$ cat src/rtl/opa_ram.sv
// Generic single-write, single-read RAM with registered read data.
module opa_ram #(
  parameter int Width = 8,
  parameter int Depth = 16
) (
  input  logic                     clk_i,
  input  logic                     we_i,
  input  logic [$clog2(Depth)-1:0] waddr_i,
  input  logic [Width-1:0]         wdata_i,
  input  logic [$clog2(Depth)-1:0] raddr_i,
  output logic [Width-1:0]         rdata_o
);

  logic [Width-1:0] mem [Depth];

  always_ff @(posedge clk_i) begin
    if (we_i) begin
      mem[waddr_i] <= wdata_i;
    end
    rdata_o <= mem[raddr_i];
  end

endmodule

$ cat config.mk
export PLATFORM = sky130hd
export DESIGN_NAME = opa_ram
export DESIGN_NICKNAME = d
export VERILOG_FILES = /design/src/rtl/opa_ram.sv
export SDC_FILE = /design/constraint.sdc
export NUM_CORES = 1
export LEC_CHECK = 0
export ABC_AREA = 1
export BUFFER_PORTS_ARGS = -buffer_cell sky130_fd_sc_hd__buf_2
export CAP_MARGIN = 20
export CELL_PAD_IN_SITES_DETAIL_PLACEMENT = 1
export CELL_PAD_IN_SITES_GLOBAL_PLACEMENT = 1
export CORE_MARGIN = 5
export CORE_UTILIZATION = 35
export DETAILED_ROUTE_END_ITERATION = 8
export GPL_ROUTABILITY_DRIVEN = 0
export MAX_ROUTING_LAYER = met4
export PLACE_DENSITY = 0.65
export SKIP_CTS_REPAIR_TIMING = 1
export SYNTH_ARGS = -nofsm -noshare
export SYNTH_HDL_FRONTEND = slang
export SYNTH_SLANG_ARGS = --single-unit
$ cat constraint.sdc
create_clock -name clk_i -period 2.2 [get_ports clk_i]
set_input_delay 0.22 -clock clk_i [delete_from_list [all_inputs] [get_ports clk_i]]
set_output_delay 0.22 -clock clk_i [all_outputs]
set_load 0.1 [all_outputs]
==> results.md <==
Critical path:
- The sort of element at the start of the critical path is a flip-flop.
- At the worst endpoint, the required time is 1.98 ns.
- In this run the number of cells on the critical path is 1.
- The critical path goes through buf_2.
- The largest fanout on the critical path is 1.
- The worst path buffer plus inverter count is 1.
- The family with the most delay on the worst path is buffers and inverters.
- For this run, the slowest stage of the critical path takes 0.44 ns.
- STA classifies the critical path endpoint as an output pin.
- The worst reg-to-reg path cell count is 6.
- The type of the setup path with the least slack is flip-flop to output pin.
- The slowest cell on the critical path is sky130_fd_sc_hd__buf_2.
- The worst endpoint data arrival time is 1.23 ns.

STA:
- The summed negative setup slack over all endpoints is 0 ns.
- The final period demand of the worst path is 1.45 ns.
- The maximum clock skew at final layout is 0.00418 ns.
- The peak clock frequency supported by timing is 690 MHz.
- The number of pins with negative max-slew slack in the final report is 0.
- The tightest slew margin relative to the limit is 51.2%.
- The slew of the pin with the lowest slew margin is 0.729 ns.
- Hold is met by 0.166 ns.
- Setup repair after global routing left no endpoint under its margin.
- The final cycle utilization of the critical path is 65.8%.
- Setup violations remaining at the end of the flow were counted as 0.
- The final hold violation count was 0.

Cells and area:
- The number of antenna diodes in the final layout is 0.
- The final layout contains 603 nets.
- The final-layout fill cell count is 1856.
- The post-synthesis to final-layout area growth is 15.4%.
- The fraction of layout cells with a size suffix above 1 is 11.7%.

Die:
- The standard cell core area is 0.0163 mm2.
- The floorplan has 47 rows.
- Pin placement for this block handled 26 I/O pins.
- The floorplan die width is 138 um.
- The die covers 0.0191 mm2.
- The initial standard-cell utilization of the core is 35.3%.
- In this run the vertical extent of the chip is 138 um.

Routing:
- Summing over every cut layer, the via total after detailed routing is 3764.
- The total iterations of the first detailed-routing run is 4.
- The per-cell via count in the routed design is 4.60.
- The post-detailed-route count of antenna-violating nets is 0.
- The total DRC errors in the routed layout is 0.
- The routed wire length per instance is 18.5 um.
- Summed over all layers, the routed wires come to 15.2 mm.
- The number of DRC markers after the initial detailed-route iteration is 272.

Synthesis:
- The number of instances in the synthesized netlist is 551.
- The synthesized-area fraction occupied by xor and xnor cells is 0%.
- The netlist area before placement is 0.00577 mm2.
- After synthesis, the netlist uses 12 different library cells.
- The portion of synthesized area spent on multiplexers is 0%.
- When the netlist entered floorplanning its net count stood at 569.
- For this run, the register share of the synthesized area comes to 69.4%.
- The total of flip-flops plus latches after synthesis is 136.
- Yosys printed 0 warnings.
- After synthesis, the largest family of logic cells by area is simple AND/OR/NAND/NOR gates.
- The post-synthesis area per instance is 10.5 um2.
- Summing the areas of all fa, ha and maj instances in the mapped netlist gives 0% of the synthesized area.
- The complex-gate fraction of the synthesized area is 0%.
- The simple-gate share of the synthesized area is 21.0%.

Global routing:
- For this run the aggregate overflow at the end of global routing stands at 0.
- Across every metal layer, demand over resource in global routing totals 16.9%.
- Entering global routing, the biggest net connects 38 pins.
- The via count of the first global-routing pass is 4078.
- The number of antenna violations at the first check in global routing is 0.
- The first global-routing pass estimated 23.5 mm of wire.

Placement:
- The half-perimeter wire length after detailed placement is 9.75 mm.
- During placement, the flow inserted port buffers numbering 25.

Hold path:
- The min-delay analysis places its worst path in the category input port to flip-flop.
- Counting instances, the worst hold path has a depth of 3.

Status:
- The flow ran to the end, and the final reports show no timing, DRC or antenna violations.

Clock network:
- The clock root buffer is sky130_fd_sc_hd__clkbuf_16.
- In this run, CTS created clock tree buffers numbering 17.
- The later pin in the worst-skew pair is clocked with a latency of 0.42 ns.
- The clock transition time at the flip-flop clock pins of the worst setup and hold paths is 0.06 ns.
- The total number of H-tree levels is 4.
- The maximum root-to-sink buffer count is 2.
- TritonCTS built the clock tree.
- The clock drives 136 sinks.

Job:
- Across the run, the number of max-cap violations was 0.

Power:
- The cell area power density is 908 mW/mm2.
- The maximum vdd ir drop is 0.547 mV.
- In this run the static leakage power is 2.86 nW.
- Overall power consumption after layout is estimated at 6.05 mW.
-- Yosys cell counts --
| cell type | count | share of area, % |
|---|---|---|
| sky130_fd_sc_hd__nand2_1 | 173 | 11 |
| sky130_fd_sc_hd__edfxtp_1 | 128 | 67 |
| sky130_fd_sc_hd__inv_1 | 100 | 6.5 |
| sky130_fd_sc_hd__nand3_1 | 97 | 8.4 |
| sky130_fd_sc_hd__nor2_1 | 17 | 1.1 |
| sky130_fd_sc_hd__buf_2 | 13 | 1.1 |
| sky130_fd_sc_hd__dfxtp_1 | 8 | 2.8 |
| sky130_fd_sc_hd__buf_6 | 6 | 1.2 |
| sky130_fd_sc_hd__buf_4 | 4 | 0.52 |
| sky130_fd_sc_hd__inv_2 | 2 | 0.13 |
| sky130_fd_sc_hd__nand3b_1 | 2 | 0.26 |
| sky130_fd_sc_hd__buf_1 | 1 | 0.065 |
-- state kept, by name, summed over array words and instances (netlist names) --
name     count
rdata_o      8
mem        128
-- through the flow --
stage	instances	util [%]	setup WS (ns)	area [um2]
2_1_floorplan	551	-	1.03	5770
3_3_place_gp	786	37.3	0.702	6110
3_5_place_dp	786	37.3	0.670	6110
4_1_cts	818	40.7	0.732	6660
5_1_grt	818	40.7	0.711	6660
6_report	818	40.7	0.751	6660
-- cell type report --
type | count | area (um2) | share of cell area [%]
sequential | 136 | 4000 | 60.2
multi-input combinational | 289 | 1210 | 18.2
clock buffer | 22 | 474 | 7.12
inverter | 102 | 383 | 5.75
tap | 220 | 275 | 4.14
timing repair buffer | 39 | 230 | 3.46
clock inverter | 10 | 76.3 | 1.15
-- per-layer routing --
| metal | part of all wire [%] | GRT usage [%] | up-vias |
|---|---|---|---|
| met5 | 0 | - | - |
| met4 | 1.9 | 6.34 | 0 |
| met3 | 4.0 | 3.18 | 24 |
| met2 | 50 | 27.6 | 72 |
| met1 | 44 | 20.9 | 1831 |
| li1 | - | - | 1837 |
-- layout by cell type, fill, tap and decap left out --
cell / n
sky130_fd_sc_hd__nand2_1: 173
sky130_fd_sc_hd__edfxtp_1: 128
sky130_fd_sc_hd__inv_1: 100
sky130_fd_sc_hd__nand3_1: 97
sky130_fd_sc_hd__buf_2: 25
sky130_fd_sc_hd__nor2_1: 17
sky130_fd_sc_hd__clkbuf_16: 17
sky130_fd_sc_hd__buf_4: 14
sky130_fd_sc_hd__dfxtp_1: 8
sky130_fd_sc_hd__clkinv_2: 7
sky130_fd_sc_hd__clkbuf_8: 3
sky130_fd_sc_hd__inv_2: 2
sky130_fd_sc_hd__nand3b_1: 2
sky130_fd_sc_hd__clkbuf_1: 2
sky130_fd_sc_hd__clkinvlp_4: 1
sky130_fd_sc_hd__clkinv_1: 1
sky130_fd_sc_hd__bufinv_16: 1
-- path summary, 6_finish.rpt --
check / slack (ns) / startpoint / to
worst min-delay path: 0.17 / raddr_i[3] / rdata_o[0]$_DFF_P_
worst min register to register: 0.69 / mem[10][0]$_DFFE_PP_ / rdata_o[0]$_DFF_P_
worst max register to register: 1.12 / mem[7][7]$_DFFE_PP_ / rdata_o[7]$_DFF_P_
worst max-delay path: 0.75 / rdata_o[6]$_DFF_P_ / rdata_o[6]
-- kinds of logic after synthesis --
| group | Yosys count |
|---|---|
| buffers and inverters | 126 |
| flip-flops | 136 |
| AND/OR/NAND/NOR | 289 |
-- power breakdown --
| part | leakage, nW | total [mW] | internal, mW | switching, mW |
|---|---|---|---|---|
| combinational | 1.36 | 0.475 | 0.0978 | 0.377 |
| clock | 0.277 | 2.65 | 1.62 | 1.03 |
| sequential | 1.22 | 2.92 | 2.90 | 0.0224 |
No activity file was read; power rests on OpenSTA's default activity.
