<file path="src/rtl/opa_pkg.sv">
// Shared constants, codes and types of the obstacle penalty accumulator.
package opa_pkg;

  localparam int MaxObstacles = 16;
  localparam int MaxVertices  = 64;
  localparam int FracBits     = 16;
  localparam int ObsAw        = $clog2(MaxObstacles);
  localparam int VtxAw        = $clog2(MaxVertices);
  localparam int SumW         = 56;
  localparam int OutW         = 48;

  localparam logic [1:0] OpLoadObs = 2'd0;
  localparam logic [1:0] OpLoadVtx = 2'd1;
  localparam logic [1:0] OpPoint   = 2'd2;

  localparam logic [1:0] KindCircle = 2'd0;
  localparam logic [1:0] KindConvex = 2'd1;

  localparam logic CfgObstacleCount = 1'b0;
  localparam logic CfgPointsPerPath = 1'b1;

  typedef struct packed {
    logic [1:0]         kind;
    logic signed [31:0] cx;
    logic signed [31:0] cy;
    logic [30:0]        radius;
    logic [30:0]        weight;
    logic [5:0]         vfirst;
    logic [6:0]         vcount;
  } obstacle_t;

  // Request to the shared divide / square root unit.
  typedef struct packed {
    logic        start;
    logic        is_sqrt;
    logic [65:0] num;
    logic [32:0] den;
    logic [6:0]  steps;
  } unit_req_t;

  typedef struct packed {
    logic        busy;
    logic [55:0] result;
  } unit_rsp_t;

endpackage

</file>
<file path="src/rtl/opa_divsqrt.sv">
// Shared restoring unit: one quotient or root bit per cycle.
module opa_divsqrt (
  input  logic               clk_i,
  input  logic               rst_ni,
  input  opa_pkg::unit_req_t req_i,
  output opa_pkg::unit_rsp_t rsp_o
);

  logic        busy_q, busy_d;
  logic        sqrt_q, sqrt_d;
  logic [65:0] num_q, num_d;
  logic [32:0] den_q, den_d;
  logic [35:0] rem_q, rem_d;
  logic [55:0] res_q, res_d;
  logic [6:0]  cnt_q, cnt_d;

  logic [35:0] rem_sh;
  logic [35:0] operand;
  logic [36:0] diff;

  always_comb begin
    if (sqrt_q) begin
      rem_sh  = {rem_q[33:0], num_q[65:64]};
      operand = {res_q[33:0], 2'b01};
    end else begin
      rem_sh  = {rem_q[34:0], num_q[65]};
      operand = {3'b000, den_q};
    end
    diff = {1'b0, rem_sh} - {1'b0, operand};
  end

  always_comb begin
    busy_d = busy_q;
    sqrt_d = sqrt_q;
    num_d  = num_q;
    den_d  = den_q;
    rem_d  = rem_q;
    res_d  = res_q;
    cnt_d  = cnt_q;
    if (req_i.start) begin
      busy_d = 1'b1;
      sqrt_d = req_i.is_sqrt;
      num_d  = req_i.num;
      den_d  = req_i.den;
      rem_d  = '0;
      res_d  = '0;
      cnt_d  = req_i.steps;
    end else if (busy_q) begin
      num_d = sqrt_q ? {num_q[63:0], 2'b00} : {num_q[64:0], 1'b0};
      if (!diff[36]) begin
        rem_d = diff[35:0];
        res_d = {res_q[54:0], 1'b1};
      end else begin
        rem_d = rem_sh;
        res_d = {res_q[54:0], 1'b0};
      end
      cnt_d = cnt_q - 7'd1;
      if (cnt_q == 7'd1) begin
        busy_d = 1'b0;
      end
    end
  end

  always_ff @(posedge clk_i or negedge rst_ni) begin
    if (!rst_ni) begin
      busy_q <= 1'b0;
      cnt_q  <= '0;
    end else begin
      busy_q <= busy_d;
      cnt_q  <= cnt_d;
    end
  end

  always_ff @(posedge clk_i) begin
    sqrt_q <= sqrt_d;
    num_q  <= num_d;
    den_q  <= den_d;
    rem_q  <= rem_d;
    res_q  <= res_d;
  end

  assign rsp_o.busy   = busy_q;
  assign rsp_o.result = res_q;

endmodule

</file>
<file path="config.mk">
export PLATFORM = sky130hd
export DESIGN_NAME = opa_divsqrt
export DESIGN_NICKNAME = d
export VERILOG_FILES = /design/src/rtl/opa_pkg.sv /design/src/rtl/opa_divsqrt.sv
export SDC_FILE = /design/constraint.sdc
export NUM_CORES = 1
export LEC_CHECK = 0
export BUFFER_PORTS_ARGS = -buffer_cell sky130_fd_sc_hd__buf_2
export CORE_AREA = 2 2 155 157
export DETAILED_ROUTE_END_ITERATION = 6
export DIE_AREA = 0 0 157 159
export GPL_TIMING_DRIVEN = 0
export PLACE_DENSITY = 0.67
export SYNTH_ARGS = -nofsm -noshare
export SYNTH_HDL_FRONTEND = slang
export SYNTH_SLANG_ARGS = --single-unit
export TNS_END_PERCENT = 30
</file>
<file path="constraint.sdc">
create_clock -name clk_i -period 5.9 [get_ports clk_i]
set_input_delay 0.59 -clock clk_i [delete_from_list [all_inputs] [get_ports clk_i]]
set_output_delay 0.59 -clock clk_i [all_outputs]
set_load 0.05 [all_outputs]
</file>
==> reports/results.txt <==
Synth-to-layout area growth - 17.4%
WP data arrival - 5.78 ns
Die W - 157 µm
IO buf count - 166
Die ar. - 0.0250 mm²
Register area share after synthesis - 0.466
Mapped Area - 0.0108 mm²
CTS clk-pin slew, worst paths - 0.08 ns
Max Clk Rate - 184 MHz
# nets final - 1385
Layout Cells excl Fill - 1568
First-pass GRT wire length - 41300 µm
Yosys reg bits - 199
Inst Count DP - 1535
Filler Cells Inserted - 2093
Post-synth ARST share - 0.0402
Root Driver - clkbuf_16
Post-route DRC - 0
Setup Crit Path Kind - reg2reg
Largest area contributor in the netlist - edfxtp_1
CTS Buf Count - 17
Synth top area share - 0.279
Fin. max-slew vios - 0
Number of synthesis warnings - 0
TritonCTS clock tree - done
Setup TNS Final - 0 ns
CP Launch Type - flip-flop
Setup violators final - 0
Final Skew - 0.0101 ns
CTS HTree Levels - 4
Rel. slew slack - 0.388
Min Clock Period, post-route - 5.43 ns
Top_reg_cell synth - edfxtp_1
Placed cell area - 0.0120 mm²
Required time of the worst setup path - 6.25 ns
Sequential Area - 0.00502 mm²
Pwr Density - 403 mW/mm²
Fin worst setup slack - 0.470 ns
Post-synth cell types - 61
Clk_lat worst skew - 0.44 ns
Total Power Consumption - 5.10 mW
RSZ-0062 raised after global routing - false
I/O pin cnt - 167
RePlAce Congestion - 0.843
Antenna fix cells - 0
Synth Area per Inst - 10.3 µm²
Share of cells above drive strength 1 - 0.211
Antenna-violating nets left - 0
Die Ht - 159 µm
Clk sinks - 199
Max Cap Viol - 0
Final hold vios - 0
Status - finished clean
Leakage - 5.88 nW
Initial antenna violation count - 1
Hold Path Stages - 1
Drt initial violations - 416
Post-synth EDFFs - 100
Vias in the first global route - 8038
Initial core utilization - 0.464
Post-DR wirelength/cell - 16.4 µm
Footprint of the multi-input gates - 0.00544 mm²
Row cnt - 56
Area contributors post-synth - edfxtp_1 (28%), dfxtp_1 (17%), mux2i_1 (16%)
Crit path max fanout - 10
Post-CTS setup buffers - 0
Fin crit share - 0.920
Peak supply drop - 232 µV
DP Worst Slack - 0.203 ns
Largest net degree at the start of global routing - 48
Final WL - 25700 µm
Post-Syn Nets - 1198
Hold slack - 0.318 ns
Fin area - 0.0126 mm²
Hold crit path type - in2reg
Reg2Reg Depth - 19
Final core utilization - 0.545
GRT overflow - 0
DRT Pass-1 Iters - 5
Worst Setup End Kind - flip-flop
DP HPWL - 19100 µm
Worst-margin pin slew - 0.918 ns
Synth Instances - 1049
Core region area - 0.0232 mm²
Via/cell ratio - 5.35
Max clock buf depth - 2
Vias - 8382
Overall routing resource usage - 0.206
[cells in the final DEF (no fill, tap or decap), types with 4 or more instances in the layout]
cell type    n
nand3_1     10
xor2_1      12
o211ai_1     4
and3_1       5
nor3_1       9
and2_1       4
a21o_1      14
a211oi_1    26
nand2_1    108
xnor2_1     22
inv_6        4
or2_2        4
a21oi_1     40
mux2_2      36
nor2b_1      6
o31ai_1      4
inv_1       13
o21bai_1     4
clkbuf_2     4
dfrtp_1      8
clkbuf_16   18
buf_1       12
o21ai_0     92
nor4_1       4
a31oi_1      5
mux2i_1    167
nand2b_1     5
ha_1        38
edfxtp_1   100
a311oi_1     4
buf_2      176
nor2_1     105
dfxtp_1     91
clkbuf_1    37
[synthesized netlist by cell type (5+ instances only)]
cell type	instances
nor2_1	105
o21ai_0	92
a31oi_1	5
mux2i_1	167
nor3_1	9
nand2_1	108
a211oi_1	26
and3_1	5
dfrtp_1	8
a21oi_1	40
inv_1	14
mux2_2	36
edfxtp_1	100
xor2_1	12
nor2b_1	6
nand3_1	10
nand2b_1	5
xnor2_1	22
a21o_1	14
buf_1	16
buf_2	10
clkbuf_1	36
ha_1	38
dfxtp_1	91
[routing by layer]
layer | vias up | part of all wire | global-route usage | wire, µm
met4 | 2 | 0.011 | 0.0484 | 293
met1 | 3905 | 0.47 | 0.289 | 12100
met5 | - | 0.00047 | 0 | 12
met3 | 27 | 0.053 | 0.0299 | 1370
met2 | 238 | 0.46 | 0.337 | 11900
li1 | 4210 | - | - | -
[worst max-delay path: stages, from the launching register on]
cell	delay [ns]
edfxtp_1	0.36
clkbuf_1	0.51
buf_1	0.47
clkbuf_1	0.52
clkbuf_2	0.39
or2_2	0.17
ha_1	0.16
inv_1	0.06
fa_1	0.41
a211oi_1	0.37
o21ai_1	0.17
nand3_1	0.19
o211ai_2	0.18
nor3b_2	0.37
o31ai_4	0.18
inv_1	0.12
buf_2	0.27
nand2_1	0.09
o31a_1	0.11
a211oi_1	0.22
[report_power, final]
part | total, mW | switching, mW | leakage (nW) | internal (mW)
Combinational | 2.15 | 1.21 | 3.70 | 0.937
Sequential | 1.75 | 0.106 | 1.89 | 1.64
Clock | 1.20 | 0.569 | 0.292 | 0.630
Total | 5.10 | 1.89 | 5.88 | 3.21
[cell families (layout without fill, tap and decap cells)]
kind of cell    Yosys count  count (layout)  share of synthesized area
buf+inv                  77             277                     0.0283
xor+xnor                 34              34                     0.0276
simple gates            273             273                      0.109
flops                   199             199                      0.466
fa+ha+maj                39              39                     0.0460
compound gates          224             224                      0.130
mux                     203             203                      0.193
[what timing repair did]
| action | in CTS | in global routing |
|---|---|---|
| hold buffers | 1 | 0 |
| endpoints found under the setup margin | 0 | 32 |
| gates resized for setup | 0 | 5 |
| endpoints found under the hold margin | 8 | 0 |
[layout make-up]
| cell class | count | area share |
|---|---|---|
| well taps | 319 | 0.0316 |
| inverters | 14 | 0.00416 |
| clock buffers | 19 | 0.0359 |
| repair buffers | 168 | 0.0681 |
| multi-input cells | 773 | 0.430 |
| flip-flops and latches | 199 | 0.397 |
| plain buffers | 63 | 0.0204 |
| clock inverters | 13 | 0.0123 |
[flip-flops by register name (all words and copies together) (netlist names)]
name    count
num_q      66
res_q      56
rem_q      35
den_q      33
cnt_q       7
busy_q      1
sqrt_q      1
[final timing paths]
kind,startpoint,end,slack (ns)
setup / recovery,sqrt_q$_DFFE_PP_,rem_q[5]$_SDFFE_PP0P_,0.47
hold / removal,req_i[18],den_q[11]$_DFFE_PP_,0.32
setup reg to reg,sqrt_q$_DFFE_PP_,rem_q[5]$_SDFFE_PP0P_,0.47
hold reg to reg,rem_q[1]$_SDFFE_PP0P_,rem_q[1]$_SDFFE_PP0P_,0.48
max in group asynchronous,rst_ni,cnt_q[3]$_DFFE_PN0P_,5.19
min in group asynchronous,rst_ni,cnt_q[4]$_DFFE_PN0P_,0.55
No activity file was read; power rests on OpenSTA's default activity.
